--- src/hw/rtl/msn_pkg.sv ---
// shared types and constants for the mask synapse spiking neuron core
`timescale 1ns / 1ps

package msn_pkg;

   // number of mask synapses and derived select width
   localparam int NUM_SYNAPSES = 8;
   localparam int SYN_SEL_W    = (NUM_SYNAPSES > 1) ? $clog2(NUM_SYNAPSES) : 1;

   // field widths fixed by the interface
   localparam int DATA_W    = 8;
   localparam int SYN_IDX_W = 3;
   localparam int CSR_IDX_W = 8;

   // reset values
   localparam logic [DATA_W-1:0] MASK_RESET    = 8'hFF;
   localparam logic [DATA_W-1:0] DEFAULT_LEVEL = 8'((1 << 4) - 1);

   // register indexes
   localparam logic [CSR_IDX_W-1:0] CSR_FIRE_THRESHOLD   = 8'd0;
   localparam logic [CSR_IDX_W-1:0] CSR_REFRACTORY_DELAY = 8'd1;

   // item kinds
   typedef enum logic [0:0] {
      OP_EVENT = 1'b0,
      OP_TICK  = 1'b1
   } opcode_type;

   // one input item
   typedef struct packed {
      opcode_type            opcode;
      logic [SYN_IDX_W-1:0]  synapse_index;
      logic [DATA_W-1:0]     input_value;
   } item_type;

   // one result item
   typedef struct packed {
      logic              fired;
      logic [DATA_W-1:0] spike_value;
   } result_type;

endpackage

--- src/hw/rtl/msn_input_stage.sv ---
// input register stage: captures one request transfer and holds it until it moves on
`timescale 1ns / 1ps

module msn_input_stage (
   input  logic                             clock,
   input  logic                             reset,
   input  logic                             req_valid,
   output logic                             req_stall,
   input  logic [0:0]                       req_opcode,
   input  logic [msn_pkg::SYN_IDX_W-1:0]    req_synapse_index,
   input  logic [msn_pkg::DATA_W-1:0]       req_input_value,
   input  logic                             advance,
   output logic                             item_valid,
   output msn_pkg::item_type                item
);

   logic              valid_ff;
   logic              valid_in;
   msn_pkg::item_type item_ff;
   msn_pkg::item_type item_in;
   logic              take;

   // stall while a held item cannot move on
   assign req_stall = valid_ff && !advance;
   assign take      = req_valid && !req_stall;

   // next valid and payload
   always_comb begin
      valid_in = valid_ff;
      item_in  = item_ff;
      if (take) begin
         valid_in              = 1'b1;
         item_in.opcode        = msn_pkg::opcode_type'(req_opcode);
         item_in.synapse_index = req_synapse_index;
         item_in.input_value   = req_input_value;
      end else if (advance) begin
         valid_in = 1'b0;
      end
   end

   // control register
   always_ff @(posedge clock) begin
      if (reset) begin
         valid_ff <= 1'b0;
      end else begin
         valid_ff <= valid_in;
      end
   end

   // payload register
   always_ff @(posedge clock) begin
      item_ff <= item_in;
   end

   assign item_valid = valid_ff;
   assign item       = item_ff;

endmodule

--- src/hw/rtl/msn_neuron_core.sv ---
// neuron state, configuration registers and the per-item update
`timescale 1ns / 1ps

module msn_neuron_core (
   input  logic                             clock,
   input  logic                             reset,
   input  logic                             item_go,
   input  msn_pkg::item_type                item,
   input  logic                             csr_valid,
   input  logic [msn_pkg::CSR_IDX_W-1:0]    csr_index,
   input  logic [msn_pkg::DATA_W-1:0]       csr_data,
   output logic                             result_load,
   output msn_pkg::result_type              result
);

   logic [msn_pkg::DATA_W-1:0] mask_ff [msn_pkg::NUM_SYNAPSES];
   logic [msn_pkg::DATA_W-1:0] mask_in [msn_pkg::NUM_SYNAPSES];
   logic [msn_pkg::DATA_W-1:0] acc_ff, acc_in;
   logic [msn_pkg::DATA_W-1:0] out_mask_ff, out_mask_in;
   logic [msn_pkg::DATA_W-1:0] timer_ff, timer_in;
   logic [msn_pkg::DATA_W-1:0] threshold_ff, threshold_in;
   logic [msn_pkg::DATA_W-1:0] delay_ff, delay_in;

   logic                           is_tick;
   logic                           idx_ok;
   logic [6:0]                     idx_wide;
   logic [msn_pkg::SYN_SEL_W-1:0]  sel;
   logic [msn_pkg::DATA_W-1:0]     sel_mask;
   logic [msn_pkg::DATA_W:0]       sum;
   logic [msn_pkg::DATA_W-1:0]     sat_sum;
   logic [msn_pkg::DATA_W-1:0]     timer_dec;
   logic [msn_pkg::DATA_W-1:0]     out_mask_shift;
   logic                           fire;

   // decode the item
   assign is_tick  = (item.opcode == msn_pkg::OP_TICK);
   assign idx_wide = 7'(item.synapse_index);
   assign sel      = idx_wide[msn_pkg::SYN_SEL_W-1:0];
   assign idx_ok   = (32'(item.synapse_index) < msn_pkg::NUM_SYNAPSES);
   assign sel_mask = mask_ff[sel];

   // saturating add of the masked input
   assign sum     = {1'b0, acc_ff} + {1'b0, item.input_value & sel_mask};
   assign sat_sum = sum[msn_pkg::DATA_W] ? msn_pkg::MASK_RESET : sum[msn_pkg::DATA_W-1:0];

   // tick side: timer countdown, output mask shift and fire decision
   assign timer_dec      = (timer_ff != '0) ? timer_ff - 8'd1 : timer_ff;
   assign out_mask_shift = {out_mask_ff[msn_pkg::DATA_W-2:0], 1'b1};
   assign fire           = (acc_ff > threshold_ff) && (timer_dec == '0);

   // next state
   always_comb begin
      acc_in      = acc_ff;
      out_mask_in = out_mask_ff;
      timer_in    = timer_ff;
      for (int i = 0; i < msn_pkg::NUM_SYNAPSES; i++) begin
         mask_in[i] = mask_ff[i];
      end
      if (item_go) begin
         if (is_tick) begin
            for (int i = 0; i < msn_pkg::NUM_SYNAPSES; i++) begin
               mask_in[i] = mask_ff[i] >> 1;
            end
            if (fire) begin
               acc_in      = '0;
               out_mask_in = '0;
               timer_in    = delay_ff;
            end else begin
               out_mask_in = out_mask_shift;
               timer_in    = timer_dec;
            end
         end else if (idx_ok) begin
            acc_in       = sat_sum;
            mask_in[sel] = {sel_mask[msn_pkg::DATA_W-2:0], 1'b1};
         end
      end
   end

   // configuration writes, unknown indexes dropped
   always_comb begin
      threshold_in = threshold_ff;
      delay_in     = delay_ff;
      if (csr_valid) begin
         case (csr_index)
            msn_pkg::CSR_FIRE_THRESHOLD:   threshold_in = csr_data;
            msn_pkg::CSR_REFRACTORY_DELAY: delay_in     = csr_data;
            default: begin
            end
         endcase
      end
   end

   // state registers
   always_ff @(posedge clock) begin
      if (reset) begin
         for (int i = 0; i < msn_pkg::NUM_SYNAPSES; i++) begin
            mask_ff[i] <= msn_pkg::MASK_RESET;
         end
         acc_ff       <= '0;
         out_mask_ff  <= '0;
         timer_ff     <= '0;
         threshold_ff <= msn_pkg::DEFAULT_LEVEL;
         delay_ff     <= msn_pkg::DEFAULT_LEVEL;
      end else begin
         for (int i = 0; i < msn_pkg::NUM_SYNAPSES; i++) begin
            mask_ff[i] <= mask_in[i];
         end
         acc_ff       <= acc_in;
         out_mask_ff  <= out_mask_in;
         timer_ff     <= timer_in;
         threshold_ff <= threshold_in;
         delay_ff     <= delay_in;
      end
   end

   // result for a tick
   assign result_load       = item_go && is_tick;
   assign result.fired      = fire;
   assign result.spike_value = fire ? (acc_ff & out_mask_shift) : '0;

`ifndef NO_ASSERTIONS
   // a firing tick clears accumulator and output mask
   a_fire_clears: assert property (@(posedge clock) disable iff (reset)
      (item_go && is_tick && fire) |=> (acc_ff == '0 && out_mask_ff == '0))
      else $error("firing tick did not clear accumulator and output mask");

   // a firing tick reloads the refractory timer
   a_fire_loads_timer: assert property (@(posedge clock) disable iff (reset)
      (item_go && is_tick && fire) |=> (timer_ff == $past(delay_ff)))
      else $error("firing tick did not load the refractory timer");

   // an input event never lowers the accumulator
   a_event_no_drop: assert property (@(posedge clock) disable iff (reset)
      (item_go && !is_tick) |=> (acc_ff >= $past(acc_ff)))
      else $error("input event lowered the accumulator");

   // no firing while the timer is still running after its countdown
   a_refractory_hold: assert property (@(posedge clock) disable iff (reset)
      (timer_ff > 8'd1) |-> !fire)
      else $error("fire decision during refractory wait");
`endif

endmodule

--- src/hw/rtl/msn_output_reg.sv ---
// result register: holds one result until the receiver takes the transfer
`timescale 1ns / 1ps

module msn_output_reg (
   input  logic                        clock,
   input  logic                        reset,
   input  logic                        load,
   input  msn_pkg::result_type         result,
   output logic                        busy,
   output logic                        rsp_valid,
   input  logic                        rsp_stall,
   output logic                        rsp_fired,
   output logic [msn_pkg::DATA_W-1:0]  rsp_spike_value
);

   logic                valid_ff;
   logic                valid_in;
   msn_pkg::result_type data_ff;
   msn_pkg::result_type data_in;

   // full and not being taken this cycle
   assign busy = valid_ff && rsp_stall;

   // next valid and payload
   always_comb begin
      valid_in = valid_ff;
      data_in  = data_ff;
      if (load) begin
         valid_in = 1'b1;
         data_in  = result;
      end else if (!rsp_stall) begin
         valid_in = 1'b0;
      end
   end

   // control register
   always_ff @(posedge clock) begin
      if (reset) begin
         valid_ff <= 1'b0;
      end else begin
         valid_ff <= valid_in;
      end
   end

   // payload register
   always_ff @(posedge clock) begin
      data_ff <= data_in;
   end

   assign rsp_valid       = valid_ff;
   assign rsp_fired       = data_ff.fired;
   assign rsp_spike_value = data_ff.spike_value;

endmodule

--- src/hw/rtl/mask_synapse_spiking_neuron_core.sv ---
// top level of the mask synapse spiking neuron core
`timescale 1ns / 1ps

// Single spiking neuron with eight 8-bit mask synapses.
// Request channel (req_valid / req_stall): opcode 0 is a synapse input event that
// adds input_value AND the chosen synapse mask to the accumulator (saturating);
// opcode 1 is a time tick that decays the masks, runs the refractory timer and
// may fire. Only ticks produce a result; input events produce none.
// Result channel (rsp_valid / rsp_stall): fired and spike_value for each tick.
// Configuration channel (csr_valid / csr_ready): index 0 is the fire threshold,
// index 1 the refractory delay; other indexes are ignored. csr_ready is always
// high; write only while no item is in flight.
// A tick's result passes through the input register and then the result register;
// it is loaded at the edge that moves the tick out of the input register.
// Throughput: one item per cycle while nothing stalls; the state update sits
// between the input register and the result register.
// When the receiver stalls with a result pending, input events keep flowing;
// a tick waits in the input register and req_stall rises until the result
// register frees up.
// Reset (synchronous, active high) sets all masks to 0xFF, clears accumulator,
// output mask and timer, and loads both registers with 15.

module mask_synapse_spiking_neuron_core (
   input  logic                             clock,
   input  logic                             reset,
   input  logic                             req_valid,
   output logic                             req_stall,
   input  logic [0:0]                       req_opcode,
   input  logic [msn_pkg::SYN_IDX_W-1:0]    req_synapse_index,
   input  logic [msn_pkg::DATA_W-1:0]       req_input_value,
   output logic                             rsp_valid,
   input  logic                             rsp_stall,
   output logic                             rsp_fired,
   output logic [msn_pkg::DATA_W-1:0]       rsp_spike_value,
   input  logic                             csr_valid,
   output logic                             csr_ready,
   input  logic [msn_pkg::CSR_IDX_W-1:0]    csr_index,
   input  logic [msn_pkg::DATA_W-1:0]       csr_data
);

   logic                item_valid;
   msn_pkg::item_type   item;
   logic                item_go;
   logic                out_busy;
   logic                result_load;
   msn_pkg::result_type result;

   // a tick may only move on when the result register can take it
   assign item_go   = item_valid && !(item.opcode == msn_pkg::OP_TICK && out_busy);
   assign csr_ready = 1'b1;

   msn_input_stage u_input_stage (
      .clock             (clock),
      .reset             (reset),
      .req_valid         (req_valid),
      .req_stall         (req_stall),
      .req_opcode        (req_opcode),
      .req_synapse_index (req_synapse_index),
      .req_input_value   (req_input_value),
      .advance           (item_go),
      .item_valid        (item_valid),
      .item              (item)
   );

   msn_neuron_core u_neuron_core (
      .clock       (clock),
      .reset       (reset),
      .item_go     (item_go),
      .item        (item),
      .csr_valid   (csr_valid && csr_ready),
      .csr_index   (csr_index),
      .csr_data    (csr_data),
      .result_load (result_load),
      .result      (result)
   );

   msn_output_reg u_output_reg (
      .clock           (clock),
      .reset           (reset),
      .load            (result_load),
      .result          (result),
      .busy            (out_busy),
      .rsp_valid       (rsp_valid),
      .rsp_stall       (rsp_stall),
      .rsp_fired       (rsp_fired),
      .rsp_spike_value (rsp_spike_value)
   );

endmodule
--- config.mk ---
export PLATFORM = sky130hd
export DESIGN_NAME = mask_synapse_spiking_neuron_core
export DESIGN_NICKNAME = d
export VERILOG_FILES = /design/src/hw/rtl/msn_pkg.sv /design/src/hw/rtl/msn_input_stage.sv /design/src/hw/rtl/msn_neuron_core.sv /design/src/hw/rtl/msn_output_reg.sv /design/src/hw/rtl/mask_synapse_spiking_neuron_core.sv
export SDC_FILE = /design/constraint.sdc
export NUM_CORES = 1
export LEC_CHECK = 0
export CAP_MARGIN = 10
export CORE_MARGIN = 8
export CORE_UTILIZATION = 50
export DETAILED_ROUTE_END_ITERATION = 10
export DONT_BUFFER_PORTS = 1
export GPL_TIMING_DRIVEN = 0
export PLACE_DENSITY = 0.72
export SLEW_MARGIN = 20
export SYNTH_ARGS = -nofsm -noshare
export SYNTH_HDL_FRONTEND = slang
export SYNTH_HIERARCHICAL = 1
export SYNTH_SLANG_ARGS = --single-unit
--- constraint.sdc ---
create_clock -name clock -period 4.75 [get_ports clock]
set_input_delay 0.7125 -clock clock [delete_from_list [all_inputs] [get_ports clock]]
set_output_delay 0.7125 -clock clock [all_outputs]
set_load 0.02 [all_outputs]
## After elaboration in Yosys (flattened, before gate mapping)

Memory sizes are Yosys's and may differ from the RTL's. A register that Yosys moved wholly into a read port is not among the register bits.
Cells that the tools add are included.

- $add $sub $neg: 2
- Multiply operators: 0
- Div/mod/pow operators: 0
- Order comparisons: 3
- Eq/ne operators: 3
- Shifts and indexed selects: 0
- Multiplexer cells: 27
- Bitwise gates (word level): 11
- Reduce and logical (&&, ||, !) cells: 19

Operators by type and width:

| kind | count |
|---|---|
| $mux W64 | 2 |
| $mux W8 | 14 |
| $bwmux W64 | 1 |
| $demux W8 S3 | 1 |
| $and A8 B8 Y8 | 2 |
| $logic_not A8 Y1 | 2 |
| $add A8 B8 Y9 | 1 |
| $eq A8 B1 Y1 const B | 1 |
| $gt A8 B8 Y1 | 1 |
| $logic_and A1 B1 Y1 | 8 |
| $or A1 B1 Y1 | 8 |
| $reduce_and A2 Y1 | 4 |
| $reduce_bool A8 Y1 | 1 |
| $sub A8 B1 Y8 const B | 1 |
| $mux W1 | 7 |
| $mux W7 | 1 |
| $ge A4 B4 Y1 const B | 1 |
| $lt A4 B1 Y1 const B | 1 |
| $ne A2 B1 Y1 const B | 2 |
| $not A3 Y4 | 1 |
| $logic_not A1 Y1 | 3 |
| $mux W3 | 1 |
| $reduce_bool A2 Y1 | 1 |

- Flip-flop bits (word level): 62
- Bits in latches: 0
- Memory bits (writable): 64
- Memory bits (read-only): 0
- Input bits: 33
- Output and inout bits: 12
- Logic and storage cells: 78
- Memories kept: 1

Memory list:

| name | depth | bits a word | read ports | clocked after memory_dff | write ports | line | text |
|---|---|---|---|---|---|---|---|
| u_neuron_core.mask_ff | 8 | 8 | 9 | 1 | 8 | msn_neuron_core.sv:16 | `logic [msn_pkg::DATA_W-1:0] mask_ff [msn_pkg::NUM_SYNAPSES];` |

## Depth between registers and ports, before layout

- Depth in word-level cells: 9
- Mapped depth: 14
- Mapped depth without buffers: 12

## Cells and area by module

Netlist, hierarchy kept.

By module, submodules not included:

| module | instances | cells an instance | area each (sq um) | seq. area each (sq um) |
|---|---|---|---|---|
| msn_neuron_core | 1 | 635 | 5546.6 | 2062.0 |
| msn_input_stage | 1 | 16 | 410.4 | 380.4 |
| msn_output_reg | 1 | 13 | 306.5 | 290.3 |
| mask_synapse_spiking_neuron_core | 1 | 3 | 22.5 | 0.0 |

## Worst setup path after synthesis

Ideal clock, no wire load.

- Kind: register -> register
- Start point: register, netlist name u_input_stage/item[8]
- End point: register u_neuron_core/acc_ff[5] in the netlist's numbering
- Setup time: 0.132 ns
- Arrival time: 3.364 ns
- Data required time: 4.618 ns
- Setup slack: 1.254 ns
- Stages on the path, launching flop included: 14
- Buffers on the path: 3
- Clock period less this slack: 3.496 ns
- Path through: edfxtp_1 -> buf_2 -> clkbuf_1 -> clkbuf_1 -> mux2i_1 -> nor2b_1 -> ha_1 -> fa_1 -> a211oi_1 -> nor2_1 -> o22a_1 -> a21o_1 -> a32oi_1 -> o31ai_4

RTL lines:

| element | line | text |
|---|---|---|
| to (signal assigned) | msn_neuron_core.sv:108 | `acc_ff <= acc_in;` |
| to (decl) | msn_neuron_core.sv:18 | `logic [msn_pkg::DATA_W-1:0] acc_ff, acc_in;` |

==> flow_summary_export.csv <==
group,metric,value,unit
detailed_routing,drt-wirelength-per-cell,22.2,um
setup_path,start_point_of_the_critical_path,"u_input_stage/item[9]$_DFFE_PP_",
timing,rsz_0062_raised_after_global_routing,"no",
logic_synthesis,ys_dominant_reg_cell,"dfxtp_1",
logic_synthesis,synth_compound_gate_area_share,25.0,%
logic_synthesis,post_synth_main_area_contributors,"dfxtp_1 33%, edfxtp_1 10%, a221oi_1 4.5%",
logic_synthesis,yosys.area.top_type_share,33.4,%
clocking,cts_sinks,126,
logic_synthesis,synth.ff_latch_count,126,
detailed_routing,route.detailed.drc,0,
logic_synthesis,synth.top_cells.by_count,"105 x dfxtp_1, 56 x o21ai_0, 50 x a21oi_1",
clocking,numCtsBuffers,17,
power_and_ir_drop,irDropWorstVdd,236,uV
timing,slew_headroom,30.3,%
clocking,ctsHtreeMaxLevel,4,
hold_path,min_path_type,"input pin to flop",
power_and_ir_drop,p_per_area,416,mW/mm2
global_routing,most_used_routing_layer,"met2",
timing,setup_tns,0,ns
clocking,post_cts_hold_buffer_count,0,
global_routing,wire_length_of_the_first_global_routing_pass,29700,um
clocking,clk_transition_reported_paths,0.05,ns
global_routing,first_global_vias,5366,
logic_synthesis,synth.distinct_cells,76,
power_and_ir_drop,power.leakage,2.67,nW
cells_and_area,stdcell_area,0.00709,mm2
timing,worst-slew-pin-transition,1.04,ns
die,chipWidth,128,um
logic_synthesis,synthXorXnorAreaFrac,0.418,%
cells_and_area,nNetsFinal,737,
detailed_routing,detailedRoute.firstIterationViolations,887,
global_routing,grt_max_degree,20,
global_routing,grt_util_met2,38.6,%
logic_synthesis,synth_async_sr_flop_share,0,%
timing,fin_worst_hold_slack,0.362,ns
logic_synthesis,synth_largest_area_cell,"dfxtp_1",
global_routing,grt_overflow,0,
setup_path,worst_r2r_startpoint,"u_input_stage/item[9]$_DFFE_PP_",
logic_synthesis,ys.warnings.count,6,
clocking,post-cts-setup-buffers,0,
clocking,cts-root-to-sink-buffers,2,
logic_synthesis,syn_avg_cell_area,9.42,um2
placement,dpl-instance-area,0.00650,mm2
detailed_routing,postRouteAntennaNets,0,
logic_synthesis,synth_cells,667,
setup_path,worstPathBufferInverterCount,3,
placement,portBuffers,0,
die,die_area,0.0164,mm2
logic_synthesis,synth_fa_ha_area_share,3.70,%
clocking,cell_at_the_root_of_the_clock_tree,"clkbuf_16",
setup_path,worst-endpoint-arrival,4.82,ns
setup_path,setup.worst_path.start_class,"flop",
cells_and_area,area_growth_syn_to_layout,12.8,%
setup_path,critical_path.endpoint_type,"flop",
setup_path,timing.critical_path.required,5.03,ns
setup_path,cpMostUsedCell,"clkbuf_1",
die,initial_utilization,50.4,%
placement,post-place-cells,839,
global_routing,groute.usage.overall,23.8,%
cells_and_area,total_of_fill_cells_in_the_finished_design,1105,
logic_synthesis,net_count_of_the_mapped_netlist,718,
cells_and_area,drive_gt1_share,9.87,%
cells_and_area,utilization,56.9,%
placement,dpl_worst_slack,0.294,ns
die,dieHeight,128,um
cells_and_area,sequential_cell_area,0.00273,mm2
clocking,cts_repair_resize_count,0,
setup_path,cp_slowest_stage_delay,0.60,ns
timing,finalMaxSlewViolations,0,
hold_path,holdCritStartpoint,"reset",
detailed_routing,route.final.wire_length,19400,um
timing,clock-skew-final,0.00916,ns
placement,place.detailed.hpwl,14100,um
clocking,clock_tree_from_tritoncts,"yes",
logic_synthesis,synth_simple_gate_area_share,15.6,%
setup_path,worst-r2r-setup-slack,0.21,ns
setup_path,ws_path_type,"flop to flop",
logic_synthesis,synth-edff-count,21,
logic_synthesis,synth_mux_area_share,6.75,%
die,core-area,0.0125,mm2
timing,period_needed,4.54,ns
power_and_ir_drop,post-layout-total-power,2.95,mW
logic_synthesis,synth_top_family_by_area,"compound AO/OA/AOI/OAI gates",
die,boundaryPins,45,
timing,setup_viol_count_final,0,
timing,clock.fmax,220,MHz
placement,globalplace.congestion,0.982,
logic_synthesis,register_area_share_after_synthesis,43.5,%
cells_and_area,fin_cells,871,
clocking,clock_latency,0.42,ns
setup_path,cp_top_family,"compound AO/OA/AOI/OAI gates",
job,cap_viol_max_count,0,
logic_synthesis,top_count_cell_post_synth,"dfxtp_1",
setup_path,crit_path_cell_trace,"clkbuf_1 -> clkbuf_1 -> buf_2 -> nor2_1 -> a221oi_1 -> nor2b_1 -> ha_1 -> and3_1 -> a221o_1 -> or3_1 -> a21o_1 -> a32oi_1 -> o31ai_4",
detailed_routing,route.detailed.vias_per_inst,6.52,
die,num_rows,41,
setup_path,max_fanout_on_critical_path,10,
setup_path,crit_slowest_cell,"a221oi_1",
outcome,status,"finished, final reports clean",
cells_and_area,antenna_cells,0,
timing,postLayoutSetupSlackWorst,0.214,ns
logic_synthesis,synth_area,0.00629,mm2
global_routing,grt_use_met3,5.49,%
timing,timing_hold_violations_final,0,
timing,layout_worst_path_cycle_share,95.5,%
detailed_routing,firstDrtPassIters,6,
global_routing,groute.layer.met1.usage,29.0,%
global_routing,grt_antenna_before_repair,0,
cells_and_area,multi_input_comb_area,0.00324,mm2
detailed_routing,vias,5675,
## cells in the final DEF, fill, tap and decap left out, drive strengths merged, types with 4 or more instances in the layout
cell / instances
a211oi: 5
a21o: 4
a21oi: 50
a221o: 10
a221oi: 32
a22oi: 4
a311oi: 4
a31oi: 4
and2: 6
and3: 11
buf: 12
clkbuf: 58
clkinv: 6
dfxtp: 105
edfxtp: 21
ha: 17
inv: 26
mux2i: 21
mux4: 8
nand2: 42
nand2b: 7
nand3: 24
nor2: 38
nor2b: 19
nor3: 20
o21a: 6
o21ai: 64
o22ai: 14
o31ai: 6
or3: 4
## power by group
group          switching [mW]  internal (mW)
Sequential             0.0651           1.15
Combinational           0.281          0.178
Clock                   0.471          0.809
## layout make-up
type	count	area share, %
Multi-Input combinational cell	469	45.7
Sequential cell	126	38.5
Clock buffer	24	7.25
Buffer	46	3.07
Tap cell	172	3.03
Inverter	26	1.38
Clock inverter	8	1.08
## logic make-up after synthesis
family | Yosys count
AOI/OAI and AO/OA | 229
and+or+nand+nor | 186
DFF | 126
buffers and inverters | 72
muxes | 32
adders and majority gates | 18
xor gates and xnor gates | 3
other | 1
## path summary, 6_finish.rpt
path,end,cells past startpoint
max,u_neuron_core/acc_ff[5]$_SDFFE_PP0P_,13
min,u_output_reg/rsp_valid$_SDFFE_PP0P_,1
max reg2reg,u_neuron_core/acc_ff[5]$_SDFFE_PP0P_,13
min reg2reg,u_neuron_core/delay_ff[3]$_SDFFE_PP1P_,1
## sequential cells by signal (all words and copies together) (netlist names), 7 cells and up
register and cells:
u_neuron_core/mask_ff 64, u_neuron_core/threshold_ff 8, u_neuron_core/out_mask_ff 7, u_neuron_core/acc_ff 8, u_neuron_core/delay_ff 8, u_neuron_core/timer_ff 8, u_input_stage/item 12, u_output_reg/rsp_spike_value 8
## metal layers
| layer | vias up | share of wire (%) | routed length [um] |
|---|---|---|---|
| met5 | - | 0 | 0 |
| met4 | 0 | 3.4 | 666 |
| met3 | 59 | 7.9 | 1540 |
| met2 | 302 | 48 | 9310 |
| met1 | 2743 | 41 | 7850 |
| li1 | 2571 | - | - |
(Power assumes the default switching activity.)
